**config.mk**
```make
export PLATFORM = sky130hd
export DESIGN_NAME = multi_source_frame_decimation_router_top
export DESIGN_NICKNAME = d
export VERILOG_FILES = /design/src/sv/msfdr_pkg.sv /design/src/sv/msfdr_ram.sv /design/src/sv/msfdr_alu.sv /design/src/sv/multi_source_frame_decimation_router_top.sv
export SDC_FILE = /design/constraint.sdc
export NUM_CORES = 1
export LEC_CHECK = 0
export BUFFER_PORTS_ARGS = -buffer_cell sky130_fd_sc_hd__buf_2
export CAP_MARGIN = 10
export CORE_MARGIN = 2
export CORE_UTILIZATION = 25
export CTS_CLUSTER_DIAMETER = 120
export DETAILED_ROUTE_END_ITERATION = 7
export PLACE_DENSITY = 0.37
export SETUP_SLACK_MARGIN = 0.02
export SKIP_LAST_GASP = 1
export SLEW_MARGIN = 30
export SYNTH_ARGS = -nofsm -noshare
export SYNTH_HDL_FRONTEND = slang
export SYNTH_SLANG_ARGS = --single-unit
```
**constraint.sdc**
```tcl
create_clock -name aclk -period 7.1 [get_ports aclk]
set_input_delay 1.42 -clock aclk [delete_from_list [all_inputs] [get_ports aclk]]
set_output_delay 1.42 -clock aclk [all_outputs]
set_load 0.02 [all_outputs]
```
**src/sv/msfdr_pkg.sv**
```systemverilog
// ----------------------------------------------------------------------------
// msfdr_pkg
// Shared types, codes and constants of the multi-source frame decimation
// router: transaction payloads, event kinds, route codes, shared-unit control.
// ----------------------------------------------------------------------------
`default_nettype none

package msfdr_pkg;

    // Field widths
    localparam int KIND_W      = 2;
    localparam int SRC_W       = 4;
    localparam int ROUTE_W     = 2;
    localparam int NUM_W       = 32;
    localparam int PHASE_W     = 3;
    localparam int INTERVAL_W  = 3;
    // Width that holds any source count in the supported range (up to 256)
    localparam int SRC_RANGE_W = 9;

    // Default source count
    localparam int MAX_SOURCES_DEF = 16;

    // APB port
    localparam int APB_ADDR_W = 3;
    localparam int APB_DATA_W = 32;
    localparam logic REG_INTERVAL = 1'b0;
    localparam logic [INTERVAL_W-1:0] INTERVAL_RESET = 3'd1;

    // Transaction kinds
    localparam logic [KIND_W-1:0] KIND_FRAME     = 2'd0;
    localparam logic [KIND_W-1:0] KIND_START     = 2'd1;
    localparam logic [KIND_W-1:0] KIND_END       = 2'd2;
    localparam logic [KIND_W-1:0] KIND_END_ALL   = 2'd3;

    // Route codes
    localparam logic [ROUTE_W-1:0] ROUTE_INFER = 2'd0;
    localparam logic [ROUTE_W-1:0] ROUTE_SKIP  = 2'd1;
    localparam logic [ROUTE_W-1:0] ROUTE_ERROR = 2'd2;
    localparam logic [ROUTE_W-1:0] ROUTE_EVENT = 2'd3;

    typedef struct packed {
        logic [KIND_W-1:0] kind;
        logic [SRC_W-1:0]  source_id;
    } in_item_t;

    typedef struct packed {
        logic [ROUTE_W-1:0] route;
        logic [NUM_W-1:0]   frame_number;
    } out_item_t;

    // Shared arithmetic unit operations
    typedef enum logic [1:0] {
        ALU_CMP_LE  = 2'd0,
        ALU_MOD_INC = 2'd1,
        ALU_INC     = 2'd2
    } alu_op_t;

    typedef struct packed {
        alu_op_t               op;
        logic [NUM_W-1:0]      opa;
        logic [SRC_W-1:0]      opb;
        logic [INTERVAL_W-1:0] modulus;
    } alu_req_t;

endpackage

`default_nettype wire

```
**src/sv/msfdr_ram.sv**
```systemverilog
// ----------------------------------------------------------------------------
// msfdr_ram
// Generic single-write, single-read RAM with registered read data.
// ----------------------------------------------------------------------------
`default_nettype none

module msfdr_ram #(
    parameter int WIDTH = 32,
    parameter int DEPTH = 16
) (
    input  wire logic                                 aclk,
    input  wire logic                                 we,
    input  wire logic [(DEPTH > 1 ? $clog2(DEPTH) : 1)-1:0] waddr,
    input  wire logic [WIDTH-1:0]                     wdata,
    input  wire logic                                 re,
    input  wire logic [(DEPTH > 1 ? $clog2(DEPTH) : 1)-1:0] raddr,
    output logic      [WIDTH-1:0]                     rdata
);

    logic [WIDTH-1:0] mem [DEPTH];

    // Write port
    always_ff @(posedge aclk) begin
        if (we) begin
            mem[waddr] <= wdata;
        end
    end

    // Registered read port, holds data between reads
    always_ff @(posedge aclk) begin
        if (re) begin
            rdata <= mem[raddr];
        end
    end

endmodule

`default_nettype wire

```
**src/sv/msfdr_alu.sv**
```systemverilog
// ----------------------------------------------------------------------------
// msfdr_alu
// Shared arithmetic unit: source compare, batch phase step modulo the
// interval, and frame counter increment.
// ----------------------------------------------------------------------------
`default_nettype none

module msfdr_alu
    import msfdr_pkg::*;
(
    input  wire alu_req_t         req,
    output logic      [NUM_W-1:0] result
);

    // (phase + 1) mod n by restoring subtraction; a zero modulus acts as one
    function automatic logic [PHASE_W-1:0] mod_inc(
        input logic [PHASE_W-1:0]    a,
        input logic [INTERVAL_W-1:0] n
    );
        logic [PHASE_W:0]        r;
        logic [INTERVAL_W-1:0]   nn;
        logic [PHASE_W+INTERVAL_W:0] d;
        r  = {1'b0, a} + {{PHASE_W{1'b0}}, 1'b1};
        nn = (n == '0) ? INTERVAL_W'(1) : n;
        for (int k = PHASE_W; k >= 0; k--) begin
            d = (PHASE_W+INTERVAL_W+1)'(nn) << k;
            if ((PHASE_W+INTERVAL_W+1)'(r) >= d) begin
                r = r - d[PHASE_W:0];
            end
        end
        return r[PHASE_W-1:0];
    endfunction

    always_comb begin
        case (req.op)
            ALU_CMP_LE: begin
                result = {{(NUM_W-1){1'b0}}, (req.opa[SRC_W-1:0] <= req.opb)};
            end
            ALU_MOD_INC: begin
                result = {{(NUM_W-PHASE_W){1'b0}},
                          mod_inc(req.opa[PHASE_W-1:0], req.modulus)};
            end
            ALU_INC: begin
                result = req.opa + NUM_W'(1);
            end
            default: begin
                result = '0;
            end
        endcase
    end

endmodule

`default_nettype wire

```
**src/sv/multi_source_frame_decimation_router_top.sv**
```systemverilog
// A frame transaction passes the BATCH, PHASE and COUNT states before its result
// shows in DONE, an event only BATCH; the block then holds the result until taken.
// One transaction at a time: the next is accepted only once the result is taken.
// Reset: synchronous active-low aresetn clears all sources, phase and control.
// ----------------------------------------------------------------------------
// multi_source_frame_decimation_router_top
// Routes frames of interleaved sources to inference or skip by batch phase,
// tracks source registration and keeps a per-source frame counter in RAM.
// ----------------------------------------------------------------------------
`default_nettype none

module multi_source_frame_decimation_router_top
    import msfdr_pkg::*;
#(
    parameter int MAX_SOURCES = MAX_SOURCES_DEF
) (
    input  wire logic                  aclk,
    input  wire logic                  aresetn,
    // Input transactions
    input  wire logic                  s_valid,
    output logic                       s_ready,
    input  wire in_item_t              s_data,
    // Result transactions
    output logic                       m_valid,
    input  wire logic                  m_ready,
    output out_item_t                  m_data,
    // APB configuration
    input  wire logic                  psel,
    input  wire logic                  penable,
    input  wire logic                  pwrite,
    input  wire logic [APB_ADDR_W-1:0] paddr,
    input  wire logic [APB_DATA_W-1:0] pwdata,
    output logic      [APB_DATA_W-1:0] prdata,
    output logic                       pready
);

    localparam int IDX_W = (MAX_SOURCES > 1) ? $clog2(MAX_SOURCES) : 1;

    typedef enum logic [4:0] {
        ST_IDLE  = 5'b00001,
        ST_BATCH = 5'b00010,
        ST_PHASE = 5'b00100,
        ST_COUNT = 5'b01000,
        ST_DONE  = 5'b10000
    } state_t;

    state_t                  state_reg, state_next;
    logic [KIND_W-1:0]       kind_reg, kind_next;
    logic [SRC_W-1:0]        src_reg, src_next;
    logic [INTERVAL_W-1:0]   interval_reg;
    logic [MAX_SOURCES-1:0]  registered_reg, registered_next;
    logic [MAX_SOURCES-1:0]  pending_reg, pending_next;
    logic [PHASE_W-1:0]      phase_reg, phase_next;
    logic                    seen_reg, seen_next;
    logic [SRC_W-1:0]        prev_reg, prev_next;
    logic                    start_reg, start_next;
    out_item_t               result_reg, result_next;

    logic                    cfg_write;
    logic [SRC_RANGE_W-1:0]  src_wide;
    logic                    src_ok;
    logic [IDX_W-1:0]        idx;
    logic                    src_live;

    alu_req_t                alu_req;
    logic [NUM_W-1:0]        alu_res;

    logic                    ram_we;
    logic [NUM_W-1:0]        ram_wdata;
    logic                    ram_re;
    logic [NUM_W-1:0]        ram_rdata;

    // APB register access
    assign pready    = 1'b1;
    assign cfg_write = psel && penable && pwrite && pready;
    assign prdata    = (paddr[APB_ADDR_W-1] == REG_INTERVAL)
                       ? {{(APB_DATA_W-INTERVAL_W){1'b0}}, interval_reg} : '0;

    always_ff @(posedge aclk) begin
        if (!aresetn) begin
            interval_reg <= INTERVAL_RESET;
        end else if (cfg_write && paddr[APB_ADDR_W-1] == REG_INTERVAL) begin
            interval_reg <= pwdata[INTERVAL_W-1:0];
        end
    end

    // Source decode
    assign src_wide = {{(SRC_RANGE_W-SRC_W){1'b0}}, src_reg};
    assign src_ok   = (src_wide < SRC_RANGE_W'(MAX_SOURCES));
    assign idx      = src_wide[IDX_W-1:0];
    assign src_live = src_ok && registered_reg[idx];

    // Shared arithmetic unit
    msfdr_alu u_alu (
        .req    (alu_req),
        .result (alu_res)
    );

    // Frame counter store
    msfdr_ram #(
        .WIDTH (NUM_W),
        .DEPTH (MAX_SOURCES)
    ) u_counter_ram (
        .aclk  (aclk),
        .we    (ram_we),
        .waddr (idx),
        .wdata (ram_wdata),
        .re    (ram_re),
        .raddr (idx),
        .rdata (ram_rdata)
    );

    // Sequencer
    always_comb begin
        state_next      = state_reg;
        kind_next       = kind_reg;
        src_next        = src_reg;
        registered_next = registered_reg;
        pending_next    = pending_reg;
        phase_next      = phase_reg;
        seen_next       = seen_reg;
        prev_next       = prev_reg;
        start_next      = start_reg;
        result_next     = result_reg;
        alu_req.op      = ALU_CMP_LE;
        alu_req.opa     = {{(NUM_W-SRC_W){1'b0}}, src_reg};
        alu_req.opb     = prev_reg;
        alu_req.modulus = interval_reg;
        ram_we          = 1'b0;
        ram_wdata       = '0;
        ram_re          = 1'b0;
        s_ready         = 1'b0;
        m_valid         = 1'b0;

        case (state_reg)
            ST_IDLE: begin
                s_ready = 1'b1;
                if (s_valid) begin
                    kind_next  = s_data.kind;
                    src_next   = s_data.source_id;
                    state_next = ST_BATCH;
                end
            end
            ST_BATCH: begin
                // Compare with previous source, fetch counter, apply events
                ram_re      = 1'b1;
                result_next = '{route: ROUTE_EVENT, frame_number: '0};
                case (kind_reg)
                    KIND_FRAME: begin
                        start_next = !seen_reg || alu_res[0];
                        prev_next  = src_reg;
                        state_next = ST_PHASE;
                    end
                    KIND_START: begin
                        if (src_ok) begin
                            registered_next[idx] = 1'b1;
                            pending_next[idx]    = 1'b0;
                            ram_we               = 1'b1;
                        end
                        state_next = ST_DONE;
                    end
                    KIND_END: begin
                        if (src_ok) begin
                            registered_next[idx] = 1'b0;
                        end
                        state_next = ST_DONE;
                    end
                    KIND_END_ALL: begin
                        registered_next = '0;
                        state_next      = ST_DONE;
                    end
                    default: begin
                        state_next = ST_DONE;
                    end
                endcase
            end
            ST_PHASE: begin
                // On a new batch advance the phase, mark registered sources on phase zero
                alu_req.op  = ALU_MOD_INC;
                alu_req.opa = {{(NUM_W-PHASE_W){1'b0}}, phase_reg};
                if (start_reg) begin
                    phase_next = seen_reg ? alu_res[PHASE_W-1:0] : '0;
                    if (phase_next == '0) begin
                        pending_next = pending_reg | registered_reg;
                    end
                end
                seen_next  = 1'b1;
                state_next = ST_COUNT;
            end
            ST_COUNT: begin
                // Route the frame and bump its counter
                alu_req.op  = ALU_INC;
                alu_req.opa = ram_rdata;
                if (src_live) begin
                    ram_we    = 1'b1;
                    ram_wdata = alu_res;
                    result_next.frame_number = ram_rdata;
                    if (phase_reg == '0 || pending_reg[idx]) begin
                        result_next.route = ROUTE_INFER;
                        pending_next[idx] = 1'b0;
                    end else begin
                        result_next.route = ROUTE_SKIP;
                    end
                end else begin
                    result_next = '{route: ROUTE_ERROR, frame_number: '0};
                end
                state_next = ST_DONE;
            end
            ST_DONE: begin
                // Hold the result until taken
                m_valid = 1'b1;
                if (m_ready) begin
                    state_next = ST_IDLE;
                end
            end
            default: begin
                state_next = ST_IDLE;
            end
        endcase
    end

    assign m_data = result_reg;

    // Control state
    always_ff @(posedge aclk) begin
        if (!aresetn) begin
            state_reg      <= ST_IDLE;
            registered_reg <= '0;
            phase_reg      <= '0;
            seen_reg       <= 1'b0;
            prev_reg       <= '0;
        end else begin
            state_reg      <= state_next;
            registered_reg <= registered_next;
            phase_reg      <= phase_next;
            seen_reg       <= seen_next;
            prev_reg       <= prev_next;
        end
    end

    // Payload and per-source flags written before use
    always_ff @(posedge aclk) begin
        kind_reg    <= kind_next;
        src_reg     <= src_next;
        start_reg   <= start_next;
        pending_reg <= pending_next;
        result_reg  <= result_next;
    end

    // Only one transaction in flight
    a_one_in_flight: assert property (@(posedge aclk) disable iff (!aresetn)
        !(m_valid && s_ready))
        else $error("input taken while a result is pending");

    a_ready_drops: assert property (@(posedge aclk) disable iff (!aresetn)
        (s_valid && s_ready) |=> !s_ready)
        else $error("ready stayed high after acceptance");

    a_no_number: assert property (@(posedge aclk) disable iff (!aresetn)
        (m_valid && (m_data.route == ROUTE_ERROR || m_data.route == ROUTE_EVENT))
        |-> (m_data.frame_number == '0))
        else $error("frame number set on error or event result");

    a_phase_range: assert property (@(posedge aclk) disable iff (!aresetn)
        phase_reg != {PHASE_W{1'b1}})
        else $error("batch phase out of range");

endmodule

`default_nettype wire

```
==> impl_metrics.yaml <==
power:
  irDropWorstVdd_uv: 188
  power_mw: 8.16
  power.clock.fraction_pct: 46.5
  p_int_mw: 6.41
  switching_power_mw: 1.76
  swShare_pct: 21.5
  seqPwrFrac_pct: 49.6
  pwr_density_cell_nw_per_um2: 268
  p_leak_nw: 8.66
  power_frac_comb_pct: 3.9
min_path:
  hold_path.class: "reg2reg"
yosys:
  synth_common_cells: "edfxtp_1, mux4_2, nor2_1"
  syn_avg_cell_area_um2: 18.7
  synth_area_leaders: "edfxtp_1, mux4_2, dfxtp_1, a21oi_1, and3_1"
  synth_cell_types: 72
  async_flop_share_pct: 0
  synth-main-ff-cell: "edfxtp_1"
  synth_edf_count: 601
  yosysTopAreaCellShare_pct: 69.6
  netlist_instances: 1383
  ys_seq_area_share_pct: 72.1
  synth-seq-cells: 633
  netlist_area_um2: 25900
  synth_warnings: 0
  yosys.area.top_type: "edfxtp_1"
  post-synth-top-count-cell: "edfxtp_1"
floorplanning:
  die_w_um: 326
  die_h_um: 326
  start_util_pct: 25.1
  core_area_um2: 103000
  ioPinCount: 117
  rows: 118
  die_area_um2: 106000
finish:
  final_cells: 2931
  n_antenna_cell: 0
  area_delta_synth_final_pct: 17.6
  fin_nets: 1553
  largest_register_ffs: 512
  drive_gt1_share_pct: 28.8
  fin_util_pct: 29.6
  top_register: "u_counter_ram.mem"
critical_path:
  worst-path-max-fanout: 16
  cp-end-kind: "flop"
  worstSetupStartpointType: "flop"
  arrival_ns: 6.80
  crit_end: "pending_reg[11]$_DFFE_PP_"
  worstRegToRegCells: 24
  reg2reg_slack_ns: 0.60
  crit_required_ns: 7.41
  worstSetupPathType: "reg2reg"
  regToRegStartpoint: "state_reg[4]$_SDFFE_PN0P_"
  reg2reg_to: "pending_reg[11]$_DFFE_PP_"
  crit_start: "state_reg[4]$_SDFFE_PN0P_"
placement:
  place_congestion: 0.720
  dp_cells: 2790
  io_buffers: 55
  dpl.hpwl_mm: 36.6
timing:
  period_share_pct: 91.5
  slew_headroom_pct: 36.0
  max_clock_freq_mhz: 154
  rsz0062_at_grt: "no"
  tightest_slew_ns: 0.957
  fin_skew_ns: 0.0246
  period_needed_ns: 6.50
  finalHoldViolations: 0
  report.final.slew_viol_count: 0
  setup_tns_ns: 0
  setup-violations-final: 0
clocking:
  cts_tree: "built"
  postCtsSetupRepairBufs: 0
  clk-insertion-delay-late_ns: 0.61
  cts.sinks: 633
  cts_made_buffers: 76
  cts-root-buf: "clkbuf_16"
  clk_pin_slew_worst_paths_ns: 0.06
  htreeDepth: 3
  clockBufferDepth: 3
global_route:
  grt_pass1_wl_mm: 104
  grt_max_degree: 55
  grt_overflow: 0
  grt_usage_pct: 13.7
  antenna_found_initial: 1
  grt_pass1_vias: 14100
detailed_routing:
  wl_per_cell_um: 24.8
  drcViolationCount: 0
  avgViaCountPerCell: 4.52
  drt-initial-drc-count: 962
  first_pass_iters: 5
  ant_nets: 0
  drt_wl_total_mm: 72.7
  routed-via-count: 13200
job:
  cap_viol_max_count: 0
run_status:
  status: "completed"
-- through the flow --
| stage | cell area (um^2) | hold slack (ns) | setup WS, ns |
|---|---|---|---|
| 4_1_cts | 30400 | 0.508 | 0.172 |
| 5_1_grt | 30500 | 0.540 | 0.0400 |
| 6_report | 30500 | 0.513 | 0.605 |
| 2_1_floorplan | 26000 | 0.451 | 0.294 |
| 3_3_place_gp | 28000 | 0.500 | 0.169 |
| 3_5_place_dp | 28000 | 0.498 | 0.182 |
-- worst max-delay path: stages (launching register included) --
cell	delay, ns
dfxtp_1	0.34
or3_1	0.41
o21a_1	0.20
a221o_2	0.36
ha_1	0.27
o211a_1	0.16
nor2_2	0.24
nand2_1	0.12
ha_1	0.33
a21bo_2	0.20
a21oi_1	0.22
nor2_1	0.09
a211oi_1	0.29
a211oi_1	0.09
ha_1	0.32
o21ai_1	0.10
a32oi_2	0.30
mux2i_1	0.34
ha_1	0.32
a221oi_2	0.36
a211oi_1	0.18
nor3_4	0.31
o2111ai_1	0.17
a31oi_1	0.30
buf_12	0.20
-- cell type report --
class                      instances  area (um^2)
multi-input combinational        659         6930
sequential                       633        18700
inverter                          17         68.8
clock inverter                    36          325
timing repair buffer             102          664
fill                           10100        72700
clock buffer                     104         2090
tap                             1380         1730
-- power by group through the flow --
stage / logic, mW / clock network, mW / registers [mW]
6_report: 0.320 / 3.79 / 4.05
5_1_grt: 0.351 / 4.07 / 4.05
4_1_cts: 0.316 / 3.93 / 4.05
3_5_place_dp: 0.315 / 0 / 4.13
3_3_place_gp: 0.317 / 0 / 4.13
2_1_floorplan: 0.239 / 0 / 4.12
-- cells in the final DEF, fill, tap and decap left out, types with 15 or more instances in the layout --
| cell type | instances |
|---|---|
| a21oi_1 | 57 |
| dfxtp_1 | 31 |
| edfxtp_1 | 601 |
| nor2_1 | 45 |
| and2_1 | 18 |
| nor2_2 | 22 |
| clkbuf_1 | 24 |
| and3_1 | 42 |
| conb_1 | 30 |
| o21ai_0 | 39 |
| clkbuf_16 | 80 |
| buf_2 | 55 |
| buf_4 | 44 |
| inv_1 | 15 |
| mux4_2 | 169 |
| xor2_1 | 19 |
| nand2_1 | 47 |
-- layer usage --
layer | track usage (%) | wire, um | vias up
met2 | 23.0 | 35400 | 297
met3 | 2.30 | 3130 | 84
met5 | 0 | 0 | -
met1 | 18.3 | 32800 | 7116
met4 | 3.60 | 1330 | 0
li1 | - | - | 5740
-- worst min-delay path by stage --
| stage | cells after the start | slack [ns] | endpoint | from |
|---|---|---|---|---|
| floorplan | 2 | 0.45 | interval_reg[0]$_SDFFE_PN1P_ | interval_reg[0]$_SDFFE_PN1P_ |
| global placement | 2 | 0.50 | prev_reg[3]$_SDFFE_PN0P_ | prev_reg[3]$_SDFFE_PN0P_ |
| detailed placement | 1 | 0.50 | start_reg$_DFFE_PP_ | seen_reg$_SDFFE_PN0P_ |
| CTS | 1 | 0.51 | start_reg$_DFFE_PP_ | seen_reg$_SDFFE_PN0P_ |
| global route | 1 | 0.54 | start_reg$_DFFE_PP_ | seen_reg$_SDFFE_PN0P_ |
| finish | 2 | 0.51 | interval_reg[0]$_SDFFE_PN1P_ | interval_reg[0]$_SDFFE_PN1P_ |
-- cell families (layout without fill, tap and decap cells) --
kind of cell,after synthesis,count (layout),synth area share (%)
buffers and inverters,119,259,2.36
flip-flops,633,633,72.1
multiplexers,180,180,15.2
XOR/XNOR,33,33,1.11
other,2,30,0.0290
adder cells (fa/ha/maj),16,16,0.830
AO/OA/AOI/OAI,131,131,3.00
AND/OR/NAND/NOR,269,269,5.41
-- timing repair --
item,in CTS,in global routing
setup endpoints to repair,0,64
gates resized for setup,0,8
hold buffers,0,0
No activity file was read; power rests on OpenSTA's default activity.
